==> config.mk <==
export PLATFORM = sky130hd
export DESIGN_NAME = window_cache_tag_controller_unit
export DESIGN_NICKNAME = d
export VERILOG_FILES = /design/src/hw/rtl/wctc_pkg.sv /design/src/hw/rtl/wctc_tag_store.sv /design/src/hw/rtl/window_cache_tag_controller_unit.sv
export SDC_FILE = /design/constraint.sdc
export NUM_CORES = 1
export LEC_CHECK = 0
export ABC_AREA = 1
export BUFFER_PORTS_ARGS = -buffer_cell sky130_fd_sc_hd__buf_2
export CORE_MARGIN = 4
export CORE_UTILIZATION = 35
export DETAILED_ROUTE_END_ITERATION = 8
export GPL_ROUTABILITY_DRIVEN = 0
export GPL_TIMING_DRIVEN = 1
export PLACE_DENSITY = 0.56
export SETUP_SLACK_MARGIN = 0.1
export SYNTH_ARGS = -nofsm -noshare
export SYNTH_HDL_FRONTEND = slang
export SYNTH_SLANG_ARGS = --single-unit
==> constraint.sdc <==
create_clock -name clk -period 16.1 [get_ports clk]
set_input_delay 3.22 -clock clk [delete_from_list [all_inputs] [get_ports clk]]
set_output_delay 3.22 -clock clk [all_outputs]
set_load 0.005 [all_outputs]
==> src/hw/rtl/wctc_pkg.sv <==
package wctc_pkg;

	localparam int OFFSET_W   = 40;
	localparam int LEN_W      = 19;
	localparam int CHUNK_W    = 17;
	localparam int SLOT_W     = 16;
	localparam int SLOT_BYTES = 65536;
	localparam int SLOT_COUNT = 16;
	localparam int IDX_W      = 4;
	localparam int TAG_W      = OFFSET_W - SLOT_W;
	localparam int MAX_SLOTS_PER_REQUEST = 4;

	localparam logic [LEN_W-1:0]   LEN_CAP   = LEN_W'(MAX_SLOTS_PER_REQUEST * SLOT_BYTES);
	localparam logic [CHUNK_W-1:0] SLOT_SPAN = CHUNK_W'(SLOT_BYTES);

	localparam logic [1:0] KIND_HIT      = 2'd0;
	localparam logic [1:0] KIND_MISS     = 2'd1;
	localparam logic [1:0] KIND_PREFETCH = 2'd2;
	localparam logic [1:0] KIND_NONE     = 2'd3;

	typedef struct packed {
		logic             en;
		logic [IDX_W-1:0] idx;
	} tag_rd_req_t;

	typedef struct packed {
		logic             valid;
		logic [TAG_W-1:0] tag;
	} tag_rd_rsp_t;

	typedef struct packed {
		logic             en;
		logic [IDX_W-1:0] idx;
		logic [TAG_W-1:0] tag;
	} tag_wr_req_t;

endpackage

==> src/hw/rtl/wctc_tag_store.sv <==
module wctc_tag_store (
	input  logic                 clk,
	input  logic                 arst_n,
	input  wctc_pkg::tag_rd_req_t rd_req,
	output wctc_pkg::tag_rd_rsp_t rd_rsp,
	input  wctc_pkg::tag_wr_req_t wr_req
);
	import wctc_pkg::*;

	logic [TAG_W-1:0]      tag_mem [SLOT_COUNT];
	logic [SLOT_COUNT-1:0] valid_q;
	tag_rd_rsp_t           rsp_q;

	// tag array: no reset, guarded by valid bits
	always_ff @(posedge clk) begin
		if (wr_req.en) begin
			tag_mem[wr_req.idx] <= wr_req.tag;
		end
	end

	always_ff @(posedge clk or negedge arst_n) begin
		if (!arst_n) begin
			valid_q <= '0;
		end else if (wr_req.en) begin
			valid_q[wr_req.idx] <= 1'b1;
		end
	end

	// registered read; forward a same-cycle write to the same entry
	always_ff @(posedge clk) begin
		if (rd_req.en) begin
			if (wr_req.en && wr_req.idx == rd_req.idx) begin
				rsp_q.valid <= 1'b1;
				rsp_q.tag   <= wr_req.tag;
			end else begin
				rsp_q.valid <= valid_q[rd_req.idx];
				rsp_q.tag   <= tag_mem[rd_req.idx];
			end
		end
	end

	assign rd_rsp = rsp_q;

endmodule

==> src/hw/rtl/window_cache_tag_controller_unit.sv <==
// Tag controller for a direct-mapped read cache with next-block prefetch.
//
// Request channel: present request_offset, request_length and file_size
// with start high; the transaction is taken at an edge where start is high
// and busy is low. busy stays high until the last result of the request.
// Result channel: each result sits on the result ports for one cycle with
// result_valid high; the receiver cannot stall it. last marks the final
// result of a request, which also carries read_length.
// Config channel: cfg_valid/cfg_data write prefetch_enable; cfg_ready is
// always high. Write it only while busy is low.
//
// Sequence: IDLE takes the request, CLIP clips it against the file end,
// then LOOK handles each chunk in turn (up to five). A prefetch check adds
// the PFL state, and PFOUT follows when a held final chunk is followed by
// an issued prefetch. The pace is set by the tag memory: every chunk and
// the prefetch each need one read-modify-write, and its separate read and
// write ports let the read for the next block overlap the write of the
// current one.
// Reset clears all valid bits and prefetch_enable; the block comes out of
// reset idle and ready.
module window_cache_tag_controller_unit (
	input  logic                          clk,
	input  logic                          arst_n,
	input  logic                          start,
	output logic                          busy,
	input  logic [wctc_pkg::OFFSET_W-1:0] request_offset,
	input  logic [wctc_pkg::LEN_W-1:0]    request_length,
	input  logic [wctc_pkg::OFFSET_W-1:0] file_size,
	input  logic                          cfg_valid,
	output logic                          cfg_ready,
	input  logic                          cfg_data,
	output logic                          result_valid,
	output logic [1:0]                    kind,
	output logic [wctc_pkg::IDX_W-1:0]    slot_index,
	output logic [wctc_pkg::OFFSET_W-1:0] block_address,
	output logic [wctc_pkg::SLOT_W-1:0]   start_in_slot,
	output logic [wctc_pkg::CHUNK_W-1:0]  chunk_length,
	output logic [wctc_pkg::LEN_W-1:0]    read_length,
	output logic                          last
);
	import wctc_pkg::*;

	localparam logic [2:0] ST_IDLE  = 3'd0;
	localparam logic [2:0] ST_CLIP  = 3'd1;
	localparam logic [2:0] ST_LOOK  = 3'd2;
	localparam logic [2:0] ST_PFL   = 3'd3;
	localparam logic [2:0] ST_PFOUT = 3'd4;

	logic [2:0]          state_q;
	logic                pf_en_q;

	// request context
	logic [OFFSET_W-1:0] off_q;
	logic [OFFSET_W-1:0] flen_q;
	logic [LEN_W-1:0]    len_q;
	logic [LEN_W-1:0]    remain_q;

	// final chunk held back until the prefetch check settles last
	logic                pend_valid_q;
	logic                pend_hit_q;
	logic [TAG_W-1:0]    pend_blk_q;
	logic [SLOT_W-1:0]   pend_start_q;
	logic [CHUNK_W-1:0]  pend_clen_q;

	// result registers
	logic                res_valid_q;
	logic [1:0]          res_kind_q;
	logic [IDX_W-1:0]    res_slot_q;
	logic [OFFSET_W-1:0] res_addr_q;
	logic [SLOT_W-1:0]   res_start_q;
	logic [CHUNK_W-1:0]  res_clen_q;
	logic [LEN_W-1:0]    res_rlen_q;
	logic                res_last_q;

	tag_rd_req_t rd_req;
	tag_rd_rsp_t rd_rsp;
	tag_wr_req_t wr_req;

	logic [TAG_W-1:0]    cur_blk;
	logic [IDX_W-1:0]    cur_idx;
	logic [IDX_W-1:0]    next_idx;
	logic [TAG_W-1:0]    next_blk;
	logic [SLOT_W-1:0]   cur_start;
	logic [CHUNK_W-1:0]  avail;
	logic                is_final;
	logic [CHUNK_W-1:0]  chunk_len;
	logic [CHUNK_W-1:0]  end_low;
	logic                pf_cand;
	logic                hit;
	logic [OFFSET_W:0]   room;
	logic                past_end;
	logic [LEN_W-1:0]    clip_len;
	logic                clip_pf;

	wctc_tag_store u_tag_store (
		.clk    (clk),
		.arst_n (arst_n),
		.rd_req (rd_req),
		.rd_rsp (rd_rsp),
		.wr_req (wr_req)
	);

	// chunk arithmetic on the current offset
	assign cur_blk   = off_q[OFFSET_W-1:SLOT_W];
	assign cur_idx   = off_q[SLOT_W+IDX_W-1:SLOT_W];
	assign next_idx  = cur_idx + 1'b1;
	assign next_blk  = cur_blk + 1'b1;
	assign cur_start = off_q[SLOT_W-1:0];
	assign avail     = SLOT_SPAN - {1'b0, cur_start};
	assign is_final  = LEN_W'(avail) >= remain_q;
	assign chunk_len = is_final ? remain_q[CHUNK_W-1:0] : avail;
	// end offset within the slot; a full slot wraps to zero in the low bits
	assign end_low   = {1'b0, cur_start} + chunk_len;
	assign pf_cand   = pf_en_q && end_low[SLOT_W-1];
	assign hit       = rd_rsp.valid && rd_rsp.tag == cur_blk;

	// clip against the file end
	assign room     = {1'b0, flen_q} - {1'b0, off_q};
	assign past_end = room[OFFSET_W] || room == '0;
	assign clip_len = (room[OFFSET_W-1:0] < OFFSET_W'(len_q)) ? room[LEN_W-1:0] : len_q;
	assign clip_pf  = pf_en_q && off_q[SLOT_W-1];

	// tag memory requests: read the following block while the current one updates
	always_comb begin
		rd_req = '0;
		wr_req = '0;
		unique case (state_q)
			ST_CLIP: begin
				rd_req.en  = 1'b1;
				rd_req.idx = (clip_len != '0) ? cur_idx : next_idx;
			end
			ST_LOOK: begin
				rd_req.en  = 1'b1;
				rd_req.idx = next_idx;
				wr_req.en  = !hit;
				wr_req.idx = cur_idx;
				wr_req.tag = cur_blk;
			end
			ST_PFL: begin
				wr_req.en  = !hit;
				wr_req.idx = cur_idx;
				wr_req.tag = cur_blk;
			end
			default: begin
			end
		endcase
	end

	always_ff @(posedge clk or negedge arst_n) begin
		if (!arst_n) begin
			pf_en_q <= 1'b0;
		end else if (cfg_valid && cfg_ready) begin
			pf_en_q <= cfg_data;
		end
	end

	// control state
	always_ff @(posedge clk or negedge arst_n) begin
		if (!arst_n) begin
			state_q      <= ST_IDLE;
			res_valid_q  <= 1'b0;
			pend_valid_q <= 1'b0;
		end else begin
			res_valid_q <= 1'b0;
			unique case (state_q)
				ST_IDLE: begin
					if (start) begin
						state_q <= ST_CLIP;
					end
				end
				ST_CLIP: begin
					pend_valid_q <= 1'b0;
					if (past_end || (clip_len == '0 && !clip_pf)) begin
						res_valid_q <= 1'b1;
						state_q     <= ST_IDLE;
					end else if (clip_len != '0) begin
						state_q <= ST_LOOK;
					end else begin
						state_q <= ST_PFL;
					end
				end
				ST_LOOK: begin
					if (!is_final) begin
						res_valid_q <= 1'b1;
					end else if (pf_cand) begin
						pend_valid_q <= 1'b1;
						state_q      <= ST_PFL;
					end else begin
						res_valid_q <= 1'b1;
						state_q     <= ST_IDLE;
					end
				end
				ST_PFL: begin
					res_valid_q <= 1'b1;
					if (!hit && pend_valid_q) begin
						state_q <= ST_PFOUT;
					end else begin
						state_q <= ST_IDLE;
					end
				end
				ST_PFOUT: begin
					res_valid_q <= 1'b1;
					state_q     <= ST_IDLE;
				end
				default: begin
					state_q <= ST_IDLE;
				end
			endcase
		end
	end

	// datapath and result payload
	always_ff @(posedge clk) begin
		unique case (state_q)
			ST_IDLE: begin
				off_q  <= request_offset;
				flen_q <= file_size;
				len_q  <= (request_length > LEN_CAP) ? LEN_CAP : request_length;
			end
			ST_CLIP: begin
				len_q    <= clip_len;
				remain_q <= clip_len;
				if (clip_len == '0) begin
					off_q <= {next_blk, {SLOT_W{1'b0}}};
				end
				// nothing read
				res_kind_q  <= KIND_NONE;
				res_slot_q  <= '0;
				res_addr_q  <= '0;
				res_start_q <= '0;
				res_clen_q  <= '0;
				res_rlen_q  <= '0;
				res_last_q  <= 1'b1;
			end
			ST_LOOK: begin
				// advance to the next block; on the final chunk this is the prefetch block
				off_q    <= {next_blk, {SLOT_W{1'b0}}};
				remain_q <= remain_q - LEN_W'(chunk_len);
				pend_hit_q   <= hit;
				pend_blk_q   <= cur_blk;
				pend_start_q <= cur_start;
				pend_clen_q  <= chunk_len;
				res_kind_q  <= hit ? KIND_HIT : KIND_MISS;
				res_slot_q  <= cur_idx;
				res_addr_q  <= {cur_blk, {SLOT_W{1'b0}}};
				res_start_q <= cur_start;
				res_clen_q  <= chunk_len;
				res_rlen_q  <= is_final ? len_q : '0;
				res_last_q  <= is_final;
			end
			ST_PFL: begin
				if (pend_valid_q) begin
					// drop the held chunk out; it is last only if no prefetch follows
					res_kind_q  <= pend_hit_q ? KIND_HIT : KIND_MISS;
					res_slot_q  <= pend_blk_q[IDX_W-1:0];
					res_addr_q  <= {pend_blk_q, {SLOT_W{1'b0}}};
					res_start_q <= pend_start_q;
					res_clen_q  <= pend_clen_q;
					res_rlen_q  <= hit ? len_q : '0;
					res_last_q  <= hit;
				end else begin
					res_kind_q  <= hit ? KIND_NONE : KIND_PREFETCH;
					res_slot_q  <= hit ? '0 : cur_idx;
					res_addr_q  <= hit ? '0 : off_q;
					res_start_q <= '0;
					res_clen_q  <= '0;
					res_rlen_q  <= len_q;
					res_last_q  <= 1'b1;
				end
			end
			ST_PFOUT: begin
				res_kind_q  <= KIND_PREFETCH;
				res_slot_q  <= cur_idx;
				res_addr_q  <= off_q;
				res_start_q <= '0;
				res_clen_q  <= '0;
				res_rlen_q  <= len_q;
				res_last_q  <= 1'b1;
			end
			default: begin
			end
		endcase
	end

	assign busy          = state_q != ST_IDLE;
	assign cfg_ready     = 1'b1;
	assign result_valid  = res_valid_q;
	assign kind          = res_kind_q;
	assign slot_index    = res_slot_q;
	assign block_address = res_addr_q;
	assign start_in_slot = res_start_q;
	assign chunk_length  = res_clen_q;
	assign read_length   = res_rlen_q;
	assign last          = res_last_q;

	// the request ends exactly when its last result shows
	a_end_with_last: assert property (@(posedge clk) disable iff (!arst_n)
		$fell(busy) |-> (result_valid && last))
		else $error("busy dropped without a last result");

	a_result_in_request: assert property (@(posedge clk) disable iff (!arst_n)
		result_valid |-> $past(busy))
		else $error("result outside a request");

	a_take_request: assert property (@(posedge clk) disable iff (!arst_n)
		(start && !busy) |=> busy)
		else $error("request taken without going busy");

	a_none_is_empty: assert property (@(posedge clk) disable iff (!arst_n)
		(result_valid && kind == KIND_NONE) |-> (last && chunk_length == '0 && read_length == '0))
		else $error("nothing-read result carries data");

endmodule

# Yosys cells after proc, flatten, opt, wreduce, memory -nomap -nowiden
# Memories as Yosys holds them, arrays and structs flattened. A register that Yosys moved wholly into a read port is not among the register bits.
# Index checks and enable logic that the tools add are counted.
# word_totals
ff_bits	298
ramBits	384
inputBits	104
out_inout_bits	102
wordCells	125
n_memories	1
# memory_table
name	depth	word_bits	rd	rd_clocked_by_memory_dff	write_ports	line	source
u_tag_store.tag_mem	16	24	1	1	1	wctc_tag_store.sv:10	logic [TAG_W-1:0] tag_mem [SLOT_COUNT];
# op_classes
add_sub_neg	6
magnitude_cmp	6
eq_ne	10
muxes	51
n_bitwise	1
reduce_logical	29
# op_table
op	count
case mux 40 bit (4 select lines)	1
2-to-1 mux 40 bit	3
case mux 40 bit (3 select lines)	1
2-to-1 mux 19 bit	5
case mux 19 bit (2 select lines)	2
case mux 19 bit (4 select lines)	1
case mux 17 bit (3 select lines)	1
case mux 16 bit (3 select lines)	1
logical NOT 41 bit	1
subtractor 40 x 40 -> 41 bit	1
< comparator 40 x 19 -> 1 bit	1
2-to-1 mux 17 bit	2
2-to-1 mux 29 bit	1
adder 24 x 1 -> 24 bit, second input constant	1
== test 24 bit	1
greater-or-equal comparator 17 x 19 -> 1 bit	1
greater-than comparator 19 bit, second input constant	1
logical NOT 19 bit	1
nonzero test 19 bit	1
subtractor 19 x 17 -> 19 bit	1
subtractor 17 x 16 -> 17 bit, first input constant	1
adder 16 bit	1
2-to-1 mux 16 bit	1
bitwise OR 16 bit	1
30 further kinds	71

# Depth between registers and ports, before layout
# Gate-level depths: netlist of the first run.
# depth
word_depth	9
mapped_depth	46
depth_no_buf	46

# Hierarchy
# From an unflattened synthesis of the first run, not the netlist that was laid out.
# unflattened
hier_cells	3973
area_unflattened_um2	36475.0
# by_module_without_submodules
module	instances	cells_each	area_per_inst_um2	seq_area_each_um2
wctc_tag_store	1	1752	18245.0	12682.2
window_cache_tag_controller_unit	1	2221	18230.0	8408.1

# Worst setup path after synthesis of the first run
# Ideal clock, no wire load.
# synth_path
kind	register to output
startpoint	register state_q[1]
endpoint	output busy
arrival_ps	3461
t_required_ps	12880
slack_ps	9419
stages_incl_launch_ff	5
path_buffers	0
path_cell_list	dfrtp_1 nor2_1 inv_1 nor2_1 inv_1
# synth_between
elab_chain_len	1
# synth_rtl
element	line	source
from (decl)	window_cache_tag_controller_unit.sv:49	logic [2:0] state_q;
from (signal assigned)	window_cache_tag_controller_unit.sv:160	state_q <= ST_IDLE;
from (signal assigned)	window_cache_tag_controller_unit.sv:168	state_q <= ST_CLIP;
from (signal assigned)	window_cache_tag_controller_unit.sv:175	state_q <= ST_IDLE;
nonzero test 3 bit	window_cache_tag_controller_unit.sv:285	assign busy = state_q != ST_IDLE;
to (decl)	window_cache_tag_controller_unit.sv:25	output logic busy,
# No other way between the ends.

# Worst setup path in the final report of the first run
# layout_path
startpoint	register off_q[5]
endpoint	register, netlist name u_tag_store.rd_rsp[15]
# layout_between
elab_chain_len	6
# layout_rtl
element	line	source
from (decl)	window_cache_tag_controller_unit.sv:53	logic [OFFSET_W-1:0] off_q;
from (signal assigned)	window_cache_tag_controller_unit.sv:216	off_q <= request_offset;
from (signal assigned)	window_cache_tag_controller_unit.sv:224	off_q <= {next_blk, {SLOT_W{1'b0}}};
from (signal assigned)	window_cache_tag_controller_unit.sv:237	off_q <= {next_blk, {SLOT_W{1'b0}}};
subtractor 40 x 40 -> 41 bit *	window_cache_tag_controller_unit.sv:118	assign room = {1'b0, flen_q} - {1'b0, off_q};
< comparator 40 x 19 -> 1 bit	window_cache_tag_controller_unit.sv:120	assign clip_len = (room[OFFSET_W-1:0] < OFFSET_W'(len_q)) ? room[LEN_W-1:0] : len_q;
2-to-1 mux 19 bit *	window_cache_tag_controller_unit.sv:120	
nonzero test 19 bit *	window_cache_tag_controller_unit.sv:130	rd_req.idx = (clip_len != '0) ? cur_idx : next_idx;
2-to-1 mux 4 bit *	window_cache_tag_controller_unit.sv:130	
case mux 5 bit (2 select lines) *	window_cache_tag_controller_unit.sv:127	unique case (state_q)
# Mark *: on every way between the ends. The rest lies on a longest branch, timed or not.
# A chain may end at the register's enable or synchronous reset.

==> summary.log, run 1 <==
[outcome] status finished clean
[power_and_ir_drop] leakage component of the power 17.2 nW
[power_and_ir_drop] power density cells 237 nW/um^2
[critical_path] crit path buf inv count 3
[grt] number of global-route vias before repair 25600
[synth] total of warnings raised by yosys 0
[sta] share of the cycle needed by the critical path after routing 54.0%
[synth] share of flip-flops with an asynchronous set or reset 3.12%
[floorplan] Vert. Die Dim 326 um
[power_and_ir_drop] fraction of power consumed by the clock network 19.6%
[routing] average via count per standard cell 5.04
[routing] final routed wire length divided by cell count 20.7 um
[sta] skew final 0.0397 ns
[clocking] H-tree levels 3
[routing] wirelength, routed 112 mm
[synth] Synth top area share 58.0%
[floorplan] area inside the core boundary 100000 sq um
[power_and_ir_drop] maximum vdd drop 0.111 mV
[critical_path] capturing element type of the critical path register
[grt] largest net degree at the start of global routing 87
[clocking] post-CTS sizing 0
[synth] most used flip-flop cell after synthesis sky130_fd_sc_hd__edfxtp_1
[power_and_ir_drop] proportion of total power due to net switching 45.4%
[min_path] worst hold path depth 2
[clocking] post-CTS setup buffer count 0
[synth] post-synthesis cell type with the largest combined area sky130_fd_sc_hd__edfxtp_1
[placement] DP HPWL 75.5 mm
[cells_and_area] layout net count 4181
[synth] share of synthesized area occupied by flip-flops and latches 59.6%
[critical_path] Slowest-stage cell, CP sky130_fd_sc_hd__buf_4
[min_path] Worst Hold Class reg2reg
[floorplan] Die Width 326 um
[cells_and_area] most common library cell in the layout ignoring fill and taps sky130_fd_sc_hd__nand2_1
[synth] net count after synthesis 3975
[clocking] Post-CTS Hold Buffers 0
[critical_path] setup slack, reg-to-reg 7.41 ns
[run] number of max-cap violations 0
[clocking] total CTS buffers 79
[clocking] clk buf depth 3
[power_and_ir_drop] overall power after layout 9.63 mW
[critical_path] Crit path required time 16.61 ns
[sta] number of max-slew violations in the final report 0
[floorplan] Boundary Pins 206
[clocking] clock tree from TritonCTS yes
[floorplan] area of the die 106000 sq um
[critical_path] critical path depth in cells 32
[synth] mean instance size in the synthesized netlist 9.41 sq um
[critical_path] Arrival @ worst endpoint 9.20 ns
[min_path] min-delay src u_tag_store.valid_q[11]$_DFFE_PN0P_
[cells_and_area] total inserted antenna cells 0
[routing] via count of the routed design 27200
[synth] summed instance area of the synthesized netlist 35400 sq um
[grt] global-route wire length before repair 165 mm
[cells_and_area] area growth from synthesis to layout 15.0%
[critical_path] largest stage delay on the critical path 0.89 ns
[synth] number of enable flip-flop cells after synthesis 684
[power_and_ir_drop] Sw Pwr 4.38 mW
[critical_path] most used cell, CP sky130_fd_sc_hd__nand2_1
[clocking] clock insertion delay at the later pin of the skew report 0.65 ns
[grt] number of antenna violations at the first check in global routing 2
[critical_path] cell type group with the largest total delay on the critical path simple AND/OR/NAND/NOR gates
[synth] number of standard cells after synthesis 3761
[synth] total of flip-flops plus latches after synthesis 706
[floorplan] # rows 116
[critical_path] classification of the worst setup path reg2reg
[clocking] clock-pin slew on the worst setup and hold paths 0.06 ns
[routing] post-route ant nets 0
[critical_path] number of cell instances on the worst register-to-register path 32
[placement] Post-DP Area 38000 sq um
[placement] Buffers on Ports 204
[clocking] clock sink count 706
[cells_and_area] final core area utilization 40.6%
[synth] number of distinct library cell variants in the gate-level netlist after synthesis 56
[sta] setup repair after global routing missed its margin no
[sta] Fmax 115 MHz
[routing] drt pass-1 iters 6
[synth] dominant cells by area after synthesis sky130_fd_sc_hd__edfxtp_1, sky130_fd_sc_hd__nand2_1, sky130_fd_sc_hd__nand3_1
[clocking] cell at the root of the clock tree sky130_fd_sc_hd__clkbuf_16
[power_and_ir_drop] part of the power in combinational logic 49.1%
[cells_and_area] share of post-route cells with drive strength above 1 11.2%
[sta] worst-case hold slack 0.453 ns
[power_and_ir_drop] sequential power share 31.3%
[critical_path] maximum fanout count along the critical path 84
[routing] DR iter-0 viols 3049
[sta] Sum Neg Setup Slack 0 ns
[sta] actual slew at the worst max-slew pin 1.28 ns
[sta] final critical delay including setup and external delays 8.69 ns
[sta] relative slew slack 14.5%
[critical_path] critical path startpoint category register
[floorplan] starting density of the core 35.3%
[routing] residual DRC count 0
[grt] overall global routing resource usage 20.4%
[critical_path] start point of the critical path off_q[5]$_SDFFCE_PN0P_
[power_and_ir_drop] Int Pwr 5.26 mW
[sta] final hold violation count 0
[sta] endpoints failing setup 0
[cells_and_area] final design instance area without fill 40700 sq um
[grt] gr ovfl total 0
[critical_path] launch instance of the worst register-to-register path off_q[5]$_SDFFCE_PN0P_
[cells_and_area] most frequent cells in the layout sky130_fd_sc_hd__nand2_1, sky130_fd_sc_hd__edfxtp_1, sky130_fd_sc_hd__inv_1
sequential cells by signal, indices dropped and copies added (netlist names), 2 cells and up:
signal / count
u_tag_store.tag_mem: 384
remain_q: 19
off_q: 40
kind: 2
flen_q: 40
state_q: 3
slot_index: 4
u_tag_store.valid_q: 16
pend_blk_q: 24
pend_start_q: 16
block_address: 40
start_in_slot: 16
u_tag_store.rd_rsp: 25
chunk_length: 17
pend_clen_q: 17
len_q: 19
read_length: 19
metrics by stage:
step,worst slack [ns],cells
finish,7.41,5389
floorplan,9.42,3761
global route,6.73,5389
CTS,7.38,5389
detailed placement,7.42,5243
global placement,7.46,5243
power groups by stage:
| stage | combinational, mW | clock (mW) | sequential [mW] |
|---|---|---|---|
| floorplan | 3.22 | 0 | 2.95 |
| global placement | 4.67 | 0 | 3.04 |
| detailed placement | 4.70 | 0 | 3.04 |
| CTS | 4.72 | 1.92 | 3.01 |
| global route | 5.31 | 2.00 | 3.05 |
| finish | 4.73 | 1.89 | 3.01 |
worst register-to-register path, delay by kind of cell, from the launching register on:
kind | cells | cell delay (ns)
flip-flops | 1 | 0.46
AO/OA/AOI/OAI | 6 | 1.11
AND/OR/NAND/NOR | 20 | 4.01
XOR/XNOR | 1 | 0.40
adder cells (fa/ha/maj) | 2 | 0.76
buffers and inverters | 3 | 1.81
synthesized netlist by cell type, types with 4 or more instances:
| cell type | number |
|---|---|
| sky130_fd_sc_hd__o21ai_1 | 4 |
| sky130_fd_sc_hd__nor2_1 | 266 |
| sky130_fd_sc_hd__nor4_1 | 18 |
| sky130_fd_sc_hd__nand2_1 | 1313 |
| sky130_fd_sc_hd__a21oi_1 | 73 |
| sky130_fd_sc_hd__nor3_1 | 24 |
| sky130_fd_sc_hd__buf_1 | 14 |
| sky130_fd_sc_hd__nand4_1 | 37 |
| sky130_fd_sc_hd__xor2_1 | 41 |
| sky130_fd_sc_hd__o21bai_1 | 7 |
| sky130_fd_sc_hd__dfrtp_1 | 22 |
| sky130_fd_sc_hd__edfxtp_1 | 684 |
| sky130_fd_sc_hd__inv_2 | 14 |
| sky130_fd_sc_hd__xnor2_1 | 11 |
| sky130_fd_sc_hd__clkinv_1 | 12 |
| sky130_fd_sc_hd__a31oi_1 | 6 |
| sky130_fd_sc_hd__or2_2 | 15 |
| sky130_fd_sc_hd__buf_6 | 9 |
| sky130_fd_sc_hd__clkbuf_1 | 55 |
| sky130_fd_sc_hd__buf_4 | 16 |
| sky130_fd_sc_hd__ha_1 | 108 |
| sky130_fd_sc_hd__buf_2 | 32 |
| sky130_fd_sc_hd__o31ai_1 | 4 |
| sky130_fd_sc_hd__o21ai_0 | 147 |
| sky130_fd_sc_hd__nand3_1 | 303 |
| sky130_fd_sc_hd__inv_1 | 395 |
| sky130_fd_sc_hd__nor2_2 | 7 |
| sky130_fd_sc_hd__o211ai_1 | 53 |
| sky130_fd_sc_hd__nand3b_1 | 29 |
final cells by class:
type | instances | area, sq um
clock inverters | 49 | 586
flip-flops and latches | 706 | 21100
inverters | 422 | 1590
well taps | 1357 | 1700
repair buffers | 251 | 1370
fillers | 9859 | 59600
clock buffers | 97 | 2120
multi-input cells | 2507 | 12300
metal layers:
layer  GRT usage (%)  up-vias  wire [um]
met5               0        -         13
met1            28.2    13000      49200
met4            6.54        2       3600
li1                -    13000          -
met3            3.79      187       8060
met2            32.6      991      50900
final timing paths:
check / end
min in group asynchronous: u_tag_store.valid_q[5]$_DFFE_PN0P_
hold / removal: u_tag_store.valid_q[11]$_DFFE_PN0P_
max in group asynchronous: state_q[1]$_DFFE_PN0P_
setup reg to reg: u_tag_store.rd_rsp[15]$_DFFE_PN_
setup / recovery: u_tag_store.rd_rsp[15]$_DFFE_PN_
hold reg to reg: u_tag_store.valid_q[11]$_DFFE_PN0P_
logic make-up (layout without fill, tap and decap cells):
group,Yosys count,after routing,share of synthesized area [%]
adders and majority gates,110,110,3.93
and+or+nand+nor,2032,2032,23.8
AOI/OAI and AO/OA,310,310,5.00
other,1,1,0.0106
DFF,706,706,59.6
xor gates and xnor gates,52,52,1.29
muxes,2,2,0.0601
buffers and inverters,548,819,6.29
(Power assumes the default switching activity.)
==> run 2: changes to the inputs <==
--- a/config.mk
+++ b/config.mk
@@ -12,7 +12,7 @@
 export DETAILED_ROUTE_END_ITERATION = 8
 export GPL_ROUTABILITY_DRIVEN = 0
 export GPL_TIMING_DRIVEN = 1
-export PLACE_DENSITY = 0.56
+export PLACE_DENSITY = 0.58
 export SETUP_SLACK_MARGIN = 0.1
 export SYNTH_ARGS = -nofsm -noshare
 export SYNTH_HDL_FRONTEND = slang
==> constraint.sdc (replaced) <==
create_clock -name clk -period 7.3 [get_ports clk]
set_input_delay 1.46 -clock clk [delete_from_list [all_inputs] [get_ports clk]]
set_output_delay 1.46 -clock clk [all_outputs]
set_load 0.005 [all_outputs]
==> summary.log, run 2 (synthesis gave the netlist of run 1 again) <==
[sta] share of the cycle needed by the critical path after routing 90.2% [+36 points]
[cells_and_area] Top reg by flops u_tag_store.tag_mem
[routing] average via count per standard cell 5.07 [+0.52%]
[grt] largest net degree at the start of global routing 137 [+57%]
[outcome] status finished clean
[clocking] Post-CTS Hold Buffers 0 [unchanged]
[placement] total instance count after detailed placement 5270 [+0.51%]
[grt] number of global-route vias before repair 25800 [+0.44%]
[sta] skew final 0.0404 ns [+0.000756 ns]
[critical_path] capturing element type of the critical path register
[floorplan] # rows 116 [unchanged]
[clocking] clock sink count 706 [unchanged]
[routing] drt pass-1 iters 6 [unchanged]
[sta] setup repair after global routing missed its margin no
[critical_path] largest stage delay on the critical path 0.46 ns [-0.43 ns]
[critical_path] maximum fanout count along the critical path 16 [-81%]
[cells_and_area] most frequent cells in the layout sky130_fd_sc_hd__nand2_1, sky130_fd_sc_hd__edfxtp_1, sky130_fd_sc_hd__inv_1
[clocking] total CTS buffers 76 [-3.8%]
[power_and_ir_drop] overall power after layout 21.1 mW [+120%]
[routing] final routed wire length divided by cell count 20.8 um [+0.17%]
[routing] via count of the routed design 27400 [+0.91%]
[critical_path] Arrival @ worst endpoint 6.96 ns [-2.24 ns]
[power_and_ir_drop] power density cells 519 nW/um^2 [+120%]
[cells_and_area] max FFs per register 384 [unchanged]
[critical_path] Crit path required time 7.68 ns [-8.93 ns]
[critical_path] classification of the worst setup path reg2reg
[clocking] clock-pin slew on the worst setup and hold paths 0.06 ns [about the same]
[grt] gr ovfl total 0 [unchanged]
[grt] global-route wire length before repair 165 mm [about the same]
[routing] post-route ant nets 0 [unchanged]
[cells_and_area] layout net count 4208 [+0.65%]
[floorplan] starting density of the core 35.3% [unchanged]
[routing] DR iter-0 viols 2951 [-3.2%]
[sta] relative slew slack 17.9% [+3.5 points]
[sta] number of max-slew violations in the final report 0 [unchanged]
[placement] Post-DP Area 38300 sq um [+0.76%]
[run] number of max-cap violations 0 [unchanged]
[floorplan] area of the die 106000 sq um [unchanged]
[sta] endpoints failing setup 0 [unchanged]
[sta] Sum Neg Setup Slack 0 ns [unchanged]
[sta] actual slew at the worst max-slew pin 1.23 ns [-0.0516 ns]
[critical_path] most used cell, CP sky130_fd_sc_hd__nand2_1
[floorplan] Vert. Die Dim 326 um [unchanged]
[clocking] clock insertion delay at the later pin of the skew report 0.67 ns [+0.02 ns]
[cells_and_area] Layout Cells excl Fill 5410 [+0.39%]
[sta] Fmax 152 MHz [+32%]
[sta] final critical delay including setup and external delays 6.58 ns [-2.11 ns]
[placement] Buffers on Ports 204 [unchanged]
[critical_path] critical path startpoint category register
[power_and_ir_drop] maximum vdd drop 0.447 mV [+300%]
[clocking] cell at the root of the clock tree sky130_fd_sc_hd__clkbuf_16
[cells_and_area] most common library cell in the layout ignoring fill and taps sky130_fd_sc_hd__nand2_1
[placement] DP HPWL 75.8 mm [+0.39%]
[cells_and_area] share of post-route cells with drive strength above 1 11.5% [+0.29 points]
[grt] overall global routing resource usage 20.5% [+0.028 points]
[routing] wirelength, routed 112 mm [+0.56%]
[critical_path] setup slack, reg-to-reg 0.72 ns [-6.69 ns]
[cells_and_area] final core area utilization 40.5% [-0.10 points]
[routing] residual DRC count 0 [unchanged]
[clocking] clock tree from TritonCTS yes
[sta] final hold violation count 0 [unchanged]
[cells_and_area] area growth from synthesis to layout 14.7%
[floorplan] Boundary Pins 206 [unchanged]
[power_and_ir_drop] leakage component of the power 17.2 nW [-0.36%]
[grt] number of antenna violations at the first check in global routing 3 [+1]
[cells_and_area] final design instance area without fill 40600 sq um [-0.25%]
[floorplan] Die Width 326 um [unchanged]
[min_path] Worst Hold Class reg2reg
[floorplan] area inside the core boundary 100000 sq um [unchanged]
[critical_path] Slowest-stage cell, CP sky130_fd_sc_hd__edfxtp_1
[clocking] H-tree levels 3 [unchanged]
[clocking] clk buf depth 3 [unchanged]
run 2: cell count changes in the layout (fill, tap and decap cells not counted), moves of 3 or more:
cell / change
sky130_fd_sc_hd__buf_12: +7
sky130_fd_sc_hd__buf_4: +22
sky130_fd_sc_hd__clkbuf_1: +12
sky130_fd_sc_hd__clkbuf_16: -6
sky130_fd_sc_hd__clkinv_2: -6
sky130_fd_sc_hd__clkinvlp_4: +4
sky130_fd_sc_hd__nor3_2: +3
sky130_fd_sc_hd__bufinv_16: -10
sky130_fd_sc_hd__nor3_1: -3
run 2: what timing repair did:
item / in CTS / in global routing
setup buffers: 0 / 3
gates resized for setup: 0 / 7
endpoints found under the setup margin: 0 / 3
run 2: power by group:
group | total, mW | switching [mW] | internal (mW)
logic | 10.8 | 7.51 | 3.25
registers | 6.68 | 0.622 | 6.06
clock network | 3.62 | 1.64 | 1.98
total | 21.1 | 9.78 | 11.3
run 2: metal layers:
layer	wire length (um)	up-vias	part of all wire, %	global-route usage, %
met3	9090	200	8.1	3.52
met5	0	-	0	0
met2	50900	1188	45	32.7
met1	48800	13000	43	28.6
met4	3600	0	3.2	6.15
li1	-	13000	-	-
run 2: critical path, delay by kind of cell, from the launching register on:
| kind | cells | cell delay [ns] |
|---|---|---|
| flip-flops | 1 | 0.46 |
| AND/OR/NAND/NOR | 20 | 2.36 |
| AO/OA/AOI/OAI | 12 | 1.95 |
| buffers and inverters | 5 | 0.54 |
| XOR/XNOR | 1 | 0.13 |
| adder cells (fa/ha/maj) | 3 | 0.86 |
run 2: cell type report:
class / count / area (sq um)
fillers: 9784 / 59700
clock inverters: 34 / 268
inverters: 422 / 1590
multi-input cells: 2507 / 12300
well taps: 1357 / 1700
repair buffers: 281 / 1690
flip-flops and latches: 706 / 21100
clock buffers: 102 / 2000
diodes: 1 / 2.50
run 2: per-stage QoR:
stage               hold slack, ns  setup slack [ns]
CTS                          0.459             0.602
floorplan                    0.424              1.42
global route                 0.478            0.0807
global placement             0.439             0.693
detailed placement           0.447             0.644
finish                       0.457             0.718
run 2: worst paths after layout:
| check | start | end | cells past startpoint |
|---|---|---|---|
| worst max-delay path | off_q[1]$_SDFFCE_PN0P_ | remain_q[18]$_DFFE_PN_ | 41 |
| worst min-delay path | u_tag_store.valid_q[3]$_DFFE_PN0P_ | u_tag_store.valid_q[3]$_DFFE_PN0P_ | 2 |
| worst max register to register | off_q[1]$_SDFFCE_PN0P_ | remain_q[18]$_DFFE_PN_ | 41 |
| worst min register to register | u_tag_store.valid_q[3]$_DFFE_PN0P_ | u_tag_store.valid_q[3]$_DFFE_PN0P_ | 2 |
| max in group asynchronous | arst_n | result_valid$_DFF_PN0_ | 1 |
| min in group asynchronous | arst_n | u_tag_store.valid_q[3]$_DFFE_PN0P_ | 1 |
